--- config.mk ---
export PLATFORM = sky130hd
export DESIGN_NAME = csv_field_splitter
export DESIGN_NICKNAME = d
export VERILOG_FILES = /design/src/csvfs_pkg.sv /design/src/csv_field_splitter.sv /design/src/csvfs_parser.sv /design/src/csvfs_out_queue.sv
export SDC_FILE = /design/constraint.sdc
export NUM_CORES = 1
export LEC_CHECK = 0
export BUFFER_PORTS_ARGS = -buffer_cell sky130_fd_sc_hd__buf_4
export CAP_MARGIN = 20
export CORE_MARGIN = 2
export CORE_UTILIZATION = 53
export CTS_BUF_LIST = sky130_fd_sc_hd__clkbuf_8
export CTS_CLUSTER_DIAMETER = 120
export DETAILED_ROUTE_END_ITERATION = 12
export GPL_TIMING_DRIVEN = 1
export PLACE_DENSITY_LB_ADDON = 0.15
export RECOVER_POWER = 100
export REMOVE_ABC_BUFFERS = 1
export SLEW_MARGIN = 20
export SYNTH_ARGS = -nofsm -noshare
export SYNTH_HDL_FRONTEND = slang
export SYNTH_SLANG_ARGS = --single-unit
--- constraint.sdc ---
create_clock -name i_clk -period 9.24 [get_ports i_clk]
set_input_delay 0.462 -clock i_clk [delete_from_list [all_inputs] [get_ports i_clk]]
set_output_delay 0.462 -clock i_clk [all_outputs]
set_load 0.02 [all_outputs]
--- src/csvfs_pkg.sv ---
package csvfs_pkg;

    localparam logic [2:0] ST_START  = 3'd0;
    localparam logic [2:0] ST_PLAIN  = 3'd1;
    localparam logic [2:0] ST_QUOTED = 3'd2;
    localparam logic [2:0] ST_QSEEN  = 3'd3;
    localparam logic [2:0] ST_TAIL   = 3'd4;

    localparam logic [7:0] CH_QUOTE = 8'd34;
    localparam logic [7:0] CH_CR    = 8'd13;
    localparam logic [7:0] CH_LF    = 8'd10;
    localparam logic [7:0] CH_COMMA = 8'd44;

    localparam logic [1:0] CFG_SEPARATOR  = 2'd0;
    localparam logic [1:0] CFG_NL_LENGTH  = 2'd1;
    localparam logic [1:0] CFG_NL_FIRST   = 2'd2;
    localparam logic [1:0] CFG_NL_SECOND  = 2'd3;

    localparam logic [1:0] NL_LENGTH_RESET = 2'd2;

    typedef struct packed {
        logic has_char;
        logic field_end;
        logic record_end;
        logic last_of_run;
    } t_marks;

endpackage

--- src/csv_field_splitter.sv ---
// CSV field splitter.
// The input stream carries one text character per transaction in tdata; tlast marks the
// end of the text and closes any open field and record, then clears the record count.
// The output stream carries one field character, or an end mark without a character,
// per transaction; tuser flags a present character, a field end and a record end, and
// tlast marks the last result of one input transaction. tdata also holds the 1-based
// record number, which saturates at its maximum.
// The user must write separator, newline string length and its two characters over the
// always-ready configuration channel only while the block is idle (not enforced).
// An accepted character enters an input register and is parsed once the output queue has
// room; its results are written into the output queue, from which the output is driven.
// The parser takes one character per cycle while the queue has room; a line break or the
// end of text inside quotes can give two results, and the four-entry output queue then
// drains at one result per cycle while the receiver is ready.
// Reset returns the parser to field start, clears the record count and empties both the
// input register and the output queue; configuration returns to comma, CR LF.
// When the receiver stalls, results wait in the output queue; the input side keeps
// accepting until the queue has room for fewer than two results.
module csv_field_splitter #(
    parameter int CHAR_BITS  = 16,
    parameter int COUNT_BITS = 32,
    localparam int IN_BITS   = ((CHAR_BITS + 7) / 8) * 8,
    localparam int DATA_BITS = ((CHAR_BITS + COUNT_BITS + 7) / 8) * 8
) (
    input  logic                 i_clk,
    input  logic                 i_rst_n,
    input  logic                 i_s_tvalid,
    output logic                 o_s_tready,
    input  logic [IN_BITS-1:0]   i_s_tdata,   // in_char
    input  logic                 i_s_tlast,
    output logic                 o_m_tvalid,
    input  logic                 i_m_tready,
    output logic [DATA_BITS-1:0] o_m_tdata,   // out_char, record_number
    output logic [2:0]           o_m_tuser,   // has_char, field_end, record_end
    output logic                 o_m_tlast,
    input  logic                 i_cfg_valid,
    output logic                 o_cfg_ready,
    input  logic [1:0]           i_cfg_index,
    input  logic [CHAR_BITS-1:0] i_cfg_data
);
    import csvfs_pkg::*;

    logic [CHAR_BITS-1:0]  r_sep;
    logic [1:0]            r_nl_len;
    logic [CHAR_BITS-1:0]  r_nl_first;
    logic [CHAR_BITS-1:0]  r_nl_second;

    logic                  r_in_valid;
    logic [CHAR_BITS-1:0]  r_in_char;
    logic                  r_in_eot;

    logic                  in_accept;
    logic                  take;
    logic                  room;
    logic [1:0]            num;
    t_marks                marks0;
    t_marks                marks1;
    logic [CHAR_BITS-1:0]  char0;
    logic [CHAR_BITS-1:0]  char1;
    logic [COUNT_BITS-1:0] number;
    t_marks                q_marks;
    logic [CHAR_BITS-1:0]  q_char;
    logic [COUNT_BITS-1:0] q_number;

    assign o_cfg_ready = 1'b1;
    assign take        = r_in_valid && room;
    assign o_s_tready  = !r_in_valid || take;
    assign in_accept   = i_s_tvalid && o_s_tready;

    always_ff @(posedge i_clk) begin
        if (!i_rst_n) begin
            r_sep       <= CHAR_BITS'(CH_COMMA);
            r_nl_len    <= NL_LENGTH_RESET;
            r_nl_first  <= CHAR_BITS'(CH_CR);
            r_nl_second <= CHAR_BITS'(CH_LF);
        end else if (i_cfg_valid) begin
            unique case (i_cfg_index)
                CFG_SEPARATOR: r_sep       <= i_cfg_data;
                CFG_NL_LENGTH: r_nl_len    <= i_cfg_data[1:0];
                CFG_NL_FIRST:  r_nl_first  <= i_cfg_data;
                CFG_NL_SECOND: r_nl_second <= i_cfg_data;
                default:       r_sep       <= r_sep;
            endcase
        end
    end

    always_ff @(posedge i_clk) begin
        if (!i_rst_n) begin
            r_in_valid <= 1'b0;
        end else if (in_accept) begin
            r_in_valid <= 1'b1;
        end else if (take) begin
            r_in_valid <= 1'b0;
        end
    end

    always_ff @(posedge i_clk) begin
        if (in_accept) begin
            r_in_char <= i_s_tdata[CHAR_BITS-1:0];
            r_in_eot  <= i_s_tlast;
        end
    end

    csvfs_parser #(
        .CHAR_BITS  (CHAR_BITS),
        .COUNT_BITS (COUNT_BITS)
    ) u_parser (
        .i_clk       (i_clk),
        .i_rst_n     (i_rst_n),
        .i_take      (take),
        .i_char      (r_in_char),
        .i_eot       (r_in_eot),
        .i_sep       (r_sep),
        .i_nl_len    (r_nl_len),
        .i_nl_first  (r_nl_first),
        .i_nl_second (r_nl_second),
        .o_num       (num),
        .o_marks0    (marks0),
        .o_marks1    (marks1),
        .o_char0     (char0),
        .o_char1     (char1),
        .o_number    (number)
    );

    csvfs_out_queue #(
        .CHAR_BITS  (CHAR_BITS),
        .COUNT_BITS (COUNT_BITS)
    ) u_out_queue (
        .i_clk    (i_clk),
        .i_rst_n  (i_rst_n),
        .i_wr_num (take ? num : 2'd0),
        .i_marks0 (marks0),
        .i_marks1 (marks1),
        .i_char0  (char0),
        .i_char1  (char1),
        .i_number (number),
        .o_room   (room),
        .o_valid  (o_m_tvalid),
        .i_ready  (i_m_tready),
        .o_marks  (q_marks),
        .o_char   (q_char),
        .o_number (q_number)
    );

    assign o_m_tdata = DATA_BITS'({q_number, q_char});
    assign o_m_tuser = {q_marks.record_end, q_marks.field_end, q_marks.has_char};
    assign o_m_tlast = q_marks.last_of_run;

endmodule

--- src/csvfs_parser.sv ---
module csvfs_parser #(
    parameter int CHAR_BITS  = 16,
    parameter int COUNT_BITS = 32
) (
    input  logic                  i_clk,
    input  logic                  i_rst_n,
    input  logic                  i_take,
    input  logic [CHAR_BITS-1:0]  i_char,
    input  logic                  i_eot,
    input  logic [CHAR_BITS-1:0]  i_sep,
    input  logic [1:0]            i_nl_len,
    input  logic [CHAR_BITS-1:0]  i_nl_first,
    input  logic [CHAR_BITS-1:0]  i_nl_second,
    output logic [1:0]            o_num,
    output csvfs_pkg::t_marks     o_marks0,
    output csvfs_pkg::t_marks     o_marks1,
    output logic [CHAR_BITS-1:0]  o_char0,
    output logic [CHAR_BITS-1:0]  o_char1,
    output logic [COUNT_BITS-1:0] o_number
);
    import csvfs_pkg::*;

    logic [2:0]            r_state;
    logic                  r_skip_lf;
    logic                  r_rec_open;
    logic                  r_line_broken;
    logic [COUNT_BITS-1:0] r_count;

    logic [2:0]            n_state;
    logic                  n_skip_lf;
    logic                  n_rec_open;
    logic                  n_line_broken;
    logic [COUNT_BITS-1:0] n_count;

    logic [COUNT_BITS-1:0] count_inc;
    logic                  is_quote;
    logic                  is_sep;
    logic                  is_cr;
    logic                  is_lf;
    logic                  close_nl;

    assign count_inc = (r_count == {COUNT_BITS{1'b1}}) ? r_count : r_count + 1'b1;
    assign is_quote  = (i_char == CHAR_BITS'(CH_QUOTE));
    assign is_sep    = (i_char == i_sep);
    assign is_cr     = (i_char == CHAR_BITS'(CH_CR));
    assign is_lf     = (i_char == CHAR_BITS'(CH_LF));

    always_comb begin
        n_state       = r_state;
        n_skip_lf     = r_skip_lf;
        n_rec_open    = r_rec_open;
        n_line_broken = r_line_broken;
        n_count       = r_count;
        o_num         = 2'd0;
        o_marks0      = '0;
        o_marks1      = '0;
        o_char0       = '0;
        o_char1       = '0;
        o_number      = r_count;
        close_nl      = 1'b0;

        if (i_eot) begin
            if (r_rec_open) begin
                if (r_state == ST_QUOTED && !r_line_broken) begin
                    close_nl = 1'b1;
                end else begin
                    o_num               = 2'd1;
                    o_marks0.field_end  = 1'b1;
                    o_marks0.record_end = 1'b1;
                end
            end
            n_state       = ST_START;
            n_skip_lf     = 1'b0;
            n_rec_open    = 1'b0;
            n_line_broken = 1'b0;
            n_count       = '0;
        end else if (r_skip_lf && is_lf) begin
            n_skip_lf = 1'b0;
        end else begin
            n_skip_lf = 1'b0;
            if (is_cr || is_lf) begin
                n_skip_lf = is_cr;
                if (!r_rec_open) begin
                    n_count             = count_inc;
                    o_number            = count_inc;
                    o_num               = 2'd1;
                    o_marks0.record_end = 1'b1;
                end else if (r_state == ST_QUOTED) begin
                    n_line_broken = 1'b1;
                    unique case (i_nl_len)
                        2'd0: begin
                            o_num = 2'd0;
                        end
                        2'd1: begin
                            o_num             = 2'd1;
                            o_marks0.has_char = 1'b1;
                            o_char0           = i_nl_first;
                        end
                        default: begin
                            o_num             = 2'd2;
                            o_marks0.has_char = 1'b1;
                            o_char0           = i_nl_first;
                            o_marks1.has_char = 1'b1;
                            o_char1           = i_nl_second;
                        end
                    endcase
                end else begin
                    o_num               = 2'd1;
                    o_marks0.field_end  = 1'b1;
                    o_marks0.record_end = 1'b1;
                    n_rec_open          = 1'b0;
                    n_state             = ST_START;
                end
            end else begin
                if (!r_rec_open) begin
                    n_count    = count_inc;
                    o_number   = count_inc;
                    n_rec_open = 1'b1;
                end
                n_line_broken = 1'b0;
                unique case (r_state)
                    ST_START: begin
                        if (is_quote) begin
                            n_state = ST_QUOTED;
                        end else if (is_sep) begin
                            o_num              = 2'd1;
                            o_marks0.field_end = 1'b1;
                        end else begin
                            o_num             = 2'd1;
                            o_marks0.has_char = 1'b1;
                            o_char0           = i_char;
                            n_state           = ST_PLAIN;
                        end
                    end
                    ST_QUOTED: begin
                        if (is_quote) begin
                            n_state = ST_QSEEN;
                        end else begin
                            o_num             = 2'd1;
                            o_marks0.has_char = 1'b1;
                            o_char0           = i_char;
                        end
                    end
                    ST_QSEEN: begin
                        if (is_quote) begin
                            o_num             = 2'd1;
                            o_marks0.has_char = 1'b1;
                            o_char0           = i_char;
                            n_state           = ST_QUOTED;
                        end else if (is_sep) begin
                            o_num              = 2'd1;
                            o_marks0.field_end = 1'b1;
                            n_state            = ST_START;
                        end else begin
                            o_num             = 2'd1;
                            o_marks0.has_char = 1'b1;
                            o_char0           = i_char;
                            n_state           = ST_TAIL;
                        end
                    end
                    default: begin
                        if (is_sep) begin
                            o_num              = 2'd1;
                            o_marks0.field_end = 1'b1;
                            n_state            = ST_START;
                        end else begin
                            o_num             = 2'd1;
                            o_marks0.has_char = 1'b1;
                            o_char0           = i_char;
                        end
                    end
                endcase
            end
        end

        // Closing newline string at end of text inside quotes.
        if (close_nl) begin
            unique case (i_nl_len)
                2'd0: begin
                    o_num               = 2'd1;
                    o_marks0.field_end  = 1'b1;
                    o_marks0.record_end = 1'b1;
                end
                2'd1: begin
                    o_num               = 2'd1;
                    o_marks0.has_char   = 1'b1;
                    o_char0             = i_nl_first;
                    o_marks0.field_end  = 1'b1;
                    o_marks0.record_end = 1'b1;
                end
                default: begin
                    o_num               = 2'd2;
                    o_marks0.has_char   = 1'b1;
                    o_char0             = i_nl_first;
                    o_marks1.has_char   = 1'b1;
                    o_char1             = i_nl_second;
                    o_marks1.field_end  = 1'b1;
                    o_marks1.record_end = 1'b1;
                end
            endcase
        end

        o_marks0.last_of_run = (o_num == 2'd1);
        o_marks1.last_of_run = (o_num == 2'd2);
    end

    always_ff @(posedge i_clk) begin
        if (!i_rst_n) begin
            r_state       <= ST_START;
            r_skip_lf     <= 1'b0;
            r_rec_open    <= 1'b0;
            r_line_broken <= 1'b0;
            r_count       <= '0;
        end else if (i_take) begin
            r_state       <= n_state;
            r_skip_lf     <= n_skip_lf;
            r_rec_open    <= n_rec_open;
            r_line_broken <= n_line_broken;
            r_count       <= n_count;
        end
    end

endmodule

--- src/csvfs_out_queue.sv ---
module csvfs_out_queue #(
    parameter int CHAR_BITS  = 16,
    parameter int COUNT_BITS = 32
) (
    input  logic                  i_clk,
    input  logic                  i_rst_n,
    input  logic [1:0]            i_wr_num,
    input  csvfs_pkg::t_marks     i_marks0,
    input  csvfs_pkg::t_marks     i_marks1,
    input  logic [CHAR_BITS-1:0]  i_char0,
    input  logic [CHAR_BITS-1:0]  i_char1,
    input  logic [COUNT_BITS-1:0] i_number,
    output logic                  o_room,
    output logic                  o_valid,
    input  logic                  i_ready,
    output csvfs_pkg::t_marks     o_marks,
    output logic [CHAR_BITS-1:0]  o_char,
    output logic [COUNT_BITS-1:0] o_number
);
    import csvfs_pkg::*;

    t_marks                r_marks [4];
    logic [CHAR_BITS-1:0]  r_char  [4];
    logic [COUNT_BITS-1:0] r_num   [4];
    logic [1:0]            r_wr_ptr;
    logic [1:0]            r_rd_ptr;
    logic [2:0]            r_fill;
    logic                  pop;
    logic [1:0]            wr_ptr1;

    assign pop     = o_valid && i_ready;
    assign o_valid = (r_fill != 3'd0);
    assign o_room  = (r_fill <= 3'd2);
    assign wr_ptr1 = r_wr_ptr + 2'd1;
    assign o_marks  = r_marks[r_rd_ptr];
    assign o_char   = r_char[r_rd_ptr];
    assign o_number = r_num[r_rd_ptr];

    always_ff @(posedge i_clk) begin
        if (i_wr_num != 2'd0) begin
            r_marks[r_wr_ptr] <= i_marks0;
            r_char[r_wr_ptr]  <= i_char0;
            r_num[r_wr_ptr]   <= i_number;
        end
        if (i_wr_num == 2'd2) begin
            r_marks[wr_ptr1] <= i_marks1;
            r_char[wr_ptr1]  <= i_char1;
            r_num[wr_ptr1]   <= i_number;
        end
    end

    always_ff @(posedge i_clk) begin
        if (!i_rst_n) begin
            r_wr_ptr <= '0;
            r_rd_ptr <= '0;
            r_fill   <= '0;
        end else begin
            r_wr_ptr <= r_wr_ptr + i_wr_num;
            if (pop) begin
                r_rd_ptr <= r_rd_ptr + 2'd1;
            end
            r_fill <= r_fill + {1'b0, i_wr_num} - {2'b00, pop};
        end
    end

endmodule

# After elaboration in Yosys (flattened, before gate mapping)
# Memories as Yosys holds them, arrays and structs flattened. A register that Yosys moved wholly into a read port is not among the register bits.
# Cells that the tools add are included.
[word_totals]
regBits = 113
latch_bits = 0
ramBits = 208
rom_bits = 0
in_bits = 40
output_inout_bits = 55
elab_cells = 180
mem_count = 3
[mem_list]
columns = ["name", "depth", "width", "rd", "rd_ports_with_merged_regs", "wr", "line_no", "text"]
rows = [
  ["u_out_queue.r_num", 4, 32, 1, 1, 2, "csvfs_out_queue.sv:24", "logic [COUNT_BITS-1:0] r_num [4];"],
  ["u_out_queue.r_char", 4, 16, 1, 1, 2, "csvfs_out_queue.sv:23", "logic [CHAR_BITS-1:0] r_char [4];"],
  ["u_out_queue.r_marks", 4, 4, 1, 1, 2, "csvfs_out_queue.sv:22", "t_marks r_marks [4];"],
]
[op_classes]
add_sub_neg = 6
n_mul = 0
div = 0
order_cmp = 1
n_eq_ne = 20
n_shift = 0
n_mux = 110
bitwise_logic = 0
reduce_logical = 25
[ops]
columns = ["op", "count"]
rows = [
  ["$mux W16", 20],
  ["$mux W32", 5],
  ["$mux W2", 24],
  ["$pmux W16 S3", 1],
  ["$mux W3", 15],
  ["$mux W1", 41],
  ["$add A32 B1 Y32 const B", 1],
  ["$eq A16 B4 Y1 const B", 2],
  ["$eq A32 B32 Y1 const B", 1],
  ["$eq A16 B16 Y1", 1],
  ["$eq A16 B6 Y1 const B", 1],
  ["$reduce_and A2 Y1", 5],
  ["$pmux W3 S3", 1],
  ["$eq A2 B2 Y1 const B", 4],
  ["$reduce_and A7 Y1", 1],
  ["$eq A2 B1 Y1 const B", 3],
  ["$eq A3 B2 Y1 const B", 2],
  ["$ne A3 B2 Y1 const B", 2],
  ["$ne A3 B3 Y1 const B", 2],
  ["$pmux W1 S3", 2],
  ["$reduce_bool A6 Y1", 1],
  ["$logic_and A1 B1 Y1", 5],
  ["$ne A5 B4 Y1 const B", 1],
  ["$add A2 B1 Y2 const B", 2],
  ["14 further kinds", 19],
]

# Depth between registers and ports, before layout
[logic_depth]
ltp_word = 12
mapped_depth = 14
depth_no_buf = 13

# Hierarchy
# Synthesis repeated with hierarchy kept, for this count alone.
[unflattened]
cells_unflattened = 1098
area_unflattened_um2 = 14973.1
[modules_own_cells]
columns = ["mod", "instances", "cells_each", "area_each_um2"]
rows = [
  ["csvfs_out_queue", 1, 413, 9066.2],
  ["csvfs_parser", 1, 470, 3420.8],
  ["csv_field_splitter", 1, 215, 2486.1],
]

# Worst setup path before layout
# No wires, ideal clock.
[synth_path]
path_type = "register to register"
from = "register r_in_char[4]"
to = "memory u_out_queue.r_char[0][0] (enable)"
arrival_time_ns = 6.977
required_time_ns = 8.635
slack_ns = 1.658
path_stages_with_launch = 8
n_path_buf = 1
synth_period_minus_slack_ns = 7.582
path_cell_list = "edfxtp_1 -> nor4_2 -> nand4_1 -> nand3b_1 -> a21oi_1 -> buf_4 -> nor2b_1 -> o41ai_1"
[synth_lines]
columns = ["element", "line_no", "text"]
rows = [
  ["from (decl)", "csv_field_splitter.sv:49", "logic [CHAR_BITS-1:0] r_in_char;"],
  ["from (signal assigned)", "csv_field_splitter.sv:99", "r_in_char <= i_s_tdata[CHAR_BITS-1:0];"],
  ["to (decl)", "csvfs_out_queue.sv:23", ""],
]

==> impl_metrics.xml <==
<?xml version="1.0" encoding="UTF-8"?>
<metrics>
  <group name="timing">
    <metric name="max_freq" unit="MHz">167</metric>
    <metric name="fin_ws" unit="ps">3260</metric>
    <metric name="fin_skew" unit="ps">14.7</metric>
    <metric name="setup_tns" unit="ps">0</metric>
    <metric name="rsz0062_at_grt" unit="">false</metric>
    <metric name="fin_crit_sh" unit="%">64.7</metric>
    <metric name="finalSetupViolCount" unit="">0</metric>
    <metric name="final_max_slew_viol_count" unit="">321</metric>
    <metric name="period_needed" unit="ps">5980</metric>
    <metric name="hold_viol_final" unit="">0</metric>
    <metric name="headroom_to_the_max_slew_limit" unit="%">-205</metric>
    <metric name="max_slew.worst_pin.slew" unit="ps">4570</metric>
  </group>
  <group name="clocking">
    <metric name="clock_tree.buffer_depth" unit="">3</metric>
    <metric name="cts_num_sinks" unit="">323</metric>
    <metric name="cts_root_buf" unit="">clkbuf_8</metric>
    <metric name="postCtsResizedCells" unit="">0</metric>
    <metric name="cts_tree" unit="">built</metric>
    <metric name="postCtsHoldBufs" unit="">0</metric>
    <metric name="post-cts-setup-buffers" unit="">0</metric>
    <metric name="numCtsBuffers" unit="">50</metric>
    <metric name="clock_insertion_delay_worst_skew" unit="ps">570</metric>
    <metric name="clk_transition_reported_paths" unit="ps">60</metric>
    <metric name="htree_num_levels" unit="">2</metric>
  </group>
  <group name="outcome">
    <metric name="violated_checks" unit="">capacitance limit, slew limit</metric>
    <metric name="status" unit="">complete, but fails checks</metric>
  </group>
  <group name="route">
    <metric name="vias_per_cell" unit="">5.87</metric>
    <metric name="ant_nets_after_route" unit="">0</metric>
    <metric name="drt_pass1_iterations" unit="">5</metric>
    <metric name="num_vias" unit="">9599</metric>
    <metric name="detail_route.wirelength" unit="µm">32100</metric>
    <metric name="detail_route.wl_per_cell" unit="µm">19.6</metric>
    <metric name="drc" unit="">0</metric>
    <metric name="drt_first_iter_violations" unit="">725</metric>
  </group>
  <group name="floorplan">
    <metric name="chipWidth" unit="µm">170</metric>
    <metric name="fp.coreArea" unit="mm²">0.0270</metric>
    <metric name="floorplan.die_area" unit="mm²">0.0288</metric>
    <metric name="fp.dieH" unit="µm">170</metric>
    <metric name="std_cell_rows" unit="">60</metric>
    <metric name="design.portCount" unit="">95</metric>
    <metric name="starting_utilization_of_the_core_area" unit="%">53.9</metric>
  </group>
  <group name="place">
    <metric name="io_buffers" unit="">93</metric>
    <metric name="dpl.cell_count" unit="">1541</metric>
    <metric name="dpl_worst_slack" unit="ps">5300</metric>
    <metric name="hpwlAfterDp" unit="µm">20200</metric>
    <metric name="gp_congestion" unit="">0.899</metric>
  </group>
  <group name="critical_path">
    <metric name="r2r_cells" unit="">7</metric>
    <metric name="crit_cells" unit="">7</metric>
    <metric name="criticalPathCategory" unit="">reg -&gt; reg</metric>
    <metric name="reg2reg_from" unit="">r_in_eot</metric>
    <metric name="cp_max_fo" unit="">52</metric>
    <metric name="critical_path_required" unit="ps">9340</metric>
    <metric name="setup.worst_path.end" unit="">u_out_queue.r_num[1][9]</metric>
    <metric name="cp_num_buf_inv" unit="">2</metric>
    <metric name="timing.critical_path.cells" unit="">clkbuf_1 &gt; nand2_1 &gt; a21oi_1 &gt; a31oi_1 &gt; a2bb2oi_1 &gt; nor3_2 &gt; clkbuf_1</metric>
    <metric name="most_used_cell_cp" unit="">clkbuf_1</metric>
    <metric name="master_of_the_slowest_instance_on_the_critical_path" unit="">clkbuf_1</metric>
    <metric name="reg2reg_capture_point" unit="">u_out_queue.r_num[1][9]</metric>
    <metric name="delay_of_the_slowest_cell_on_the_worst_path" unit="ps">2500</metric>
    <metric name="worstSetupEndpointType" unit="">register</metric>
    <metric name="critPathTopFamily" unit="">buffers and inverters</metric>
    <metric name="worstPathArrival" unit="ps">6080</metric>
    <metric name="worst-r2r-setup-slack" unit="ps">3260</metric>
    <metric name="critical_path.startpoint" unit="">r_in_eot</metric>
    <metric name="critical_path.startpoint_type" unit="">register</metric>
  </group>
  <group name="global_routing">
    <metric name="grt_usage" unit="%">22.7</metric>
    <metric name="grt_first_pass_wirelength" unit="µm">51400</metric>
    <metric name="grt_antenna_before_repair" unit="">0</metric>
    <metric name="grt_pass1_vias" unit="">9640</metric>
    <metric name="globalRoute.totalOverflow" unit="">0</metric>
    <metric name="grt_max_degree" unit="">76</metric>
  </group>
  <group name="yosys">
    <metric name="synth.largest_area_cell" unit="">edfxtp_1</metric>
    <metric name="synth_cell_type_count" unit="">66</metric>
    <metric name="post-synth-top-area-fraction" unit="%">46.5</metric>
    <metric name="post_synth_edffs" unit="">225</metric>
    <metric name="yosysSeqAreaShare" unit="%">60.0</metric>
    <metric name="synth_ff_type" unit="">edfxtp_1</metric>
    <metric name="synth_area" unit="mm²">0.0145</metric>
    <metric name="ys_ff_latch" unit="">323</metric>
    <metric name="yosys_warnings" unit="">0</metric>
    <metric name="synth.top_cells.by_area" unit="">edfxtp_1 46%, dfxtp_1 13%, mux4_2 8.1%</metric>
    <metric name="netlist_instances" unit="">1163</metric>
    <metric name="syn_avg_cell_area" unit="µm²">12.5</metric>
    <metric name="synth-async-reset-ratio" unit="%">0</metric>
  </group>
  <group name="layout">
    <metric name="layout-drive-gt1-share" unit="%">14.8</metric>
    <metric name="stdcell_count" unit="">1635</metric>
    <metric name="antenna_cells" unit="">0</metric>
    <metric name="areaGrowthSynthToFinish" unit="%">11.7</metric>
    <metric name="finish.net_count" unit="">1298</metric>
  </group>
  <group name="power">
    <metric name="p_per_area" unit="mW/mm²">215</metric>
    <metric name="design_power_total" unit="mW">3.49</metric>
    <metric name="static-leakage-power" unit="nW">5.73</metric>
    <metric name="max-vdd-ir-drop" unit="µV">142</metric>
  </group>
  <group name="flow_run">
    <metric name="cap_violations" unit="">8</metric>
  </group>
  <group name="min_path">
    <metric name="hold_class" unit="">in -&gt; reg</metric>
  </group>
</metrics>
[state kept, by name, indices dropped and copies added (netlist names), 3 cells and up, named ones only]
name	flops
r_in_char	16
u_parser.r_count	32
u_out_queue.r_num	128
r_nl_first	16
r_nl_second	16
u_out_queue.r_char	64
u_out_queue.r_fill	3
u_parser.r_state	3
u_out_queue.r_marks	16
r_sep	16
[area by class of cell]
type	instances	area (µm²)
Sequential cell	323	8720
Clock buffer	55	757
Multi-Input combinational cell	753	5440
Clock inverter	39	255
Tap cell	341	427
Timing Repair Buffer	110	589
Fill cell	2223	10700
Inverter	14	52.6
[placed cells by master (no fill, tap or decap), types with 30 or more instances in the layout]
cell,n
mux4_2,52
dfxtp_1,96
clkbuf_1,63
nand2_1,181
nor2_1,52
clkbuf_8,55
a21oi_1,79
xnor2_1,31
mux2i_1,66
edfxtp_1,225
buf_4,30
nand3_1,32
[where the power goes]
| group | internal [mW] | switching, mW | leakage (nW) |
|---|---|---|---|
| Combinational | 0.274 | 0.398 | 2.30 |
| Clock | 0.636 | 0.550 | 0.548 |
| Sequential | 1.60 | 0.0291 | 2.88 |
| Total | 2.51 | 0.977 | 5.73 |
[metal layers]
layer  vias up  part of all wire, %  global-route usage [%]
li1       4568                    -                       -
met1      4646                   44                    30.6
met2       315                   48                    37.2
met3        70                  5.7                    4.08
met4         0                  2.7                    8.58
met5         -                    0                       0
[worst register-to-register path, cell delays in order, from the launching register on]
cell       delay, ps
edfxtp_1         320
clkbuf_1        1400
nand2_1          200
a21oi_1          450
a31oi_1          250
a2bb2oi_1        240
nor3_2           120
clkbuf_1        2500
[logic make-up after synthesis]
group                    synth area share [%]
AND/OR/NAND/NOR                          13.1
multiplexers                             12.7
AO/OA/AOI/OAI                            8.01
XOR/XNOR                                 3.19
adder cells (fa/ha/maj)                 0.568
other                                  0.0258
buffers and inverters                    2.44
flip-flops                               60.0
[cell usage after synthesis, drive strengths merged, types with 3 or more instances]
| cell | n |
|---|---|
| a22oi | 15 |
| inv | 14 |
| and4 | 6 |
| clkbuf | 45 |
| or2 | 10 |
| and3 | 9 |
| and2 | 6 |
| or4 | 9 |
| or3 | 11 |
| nor2 | 52 |
| a31oi | 20 |
| ha | 5 |
| o221a | 5 |
| a21oi | 79 |
| nor4 | 8 |
| nand3 | 32 |
| o21ai | 24 |
| nand2b | 4 |
| mux4 | 52 |
| o2bb2ai | 3 |
| a21o | 3 |
| o31a | 4 |
| o211ai | 4 |
| edfxtp | 225 |
| a41oi | 4 |
| nand3b | 5 |
| nor2b | 3 |
| xor2 | 22 |
| nand2 | 182 |
| nor3 | 20 |
| nor3b | 3 |
| dfxtp | 98 |
| mux2i | 66 |
| o21a | 4 |
| nand4 | 23 |
| buf | 28 |
| xnor2 | 31 |
[metrics by stage]
stage	instance area (µm²)	hold slack [ps]	utilization, %
floorplan	14200	427	-
global placement	15500	444	57.6
detailed placement	15500	448	57.6
CTS	16500	19.4	61.4
global route	16200	52.2	60.3
finish	16200	83.1	60.3
[worst min path at each step]
stage | start | to | slack [ps] | cells past startpoint
floorplan | u_parser.r_skip_lf | u_parser.r_skip_lf | 430 | 2
global placement | r_nl_second[7] | r_nl_second[7] | 440 | 2
detailed placement | r_nl_second[12] | r_nl_second[12] | 450 | 2
CTS | i_s_tlast | r_in_eot | 20 | 1
global route | i_s_tdata[1] | r_in_char[1] | 50 | 1
finish | i_s_tlast | r_in_eot | 80 | 1
Note: power is estimated with default switching activity, not from simulation.
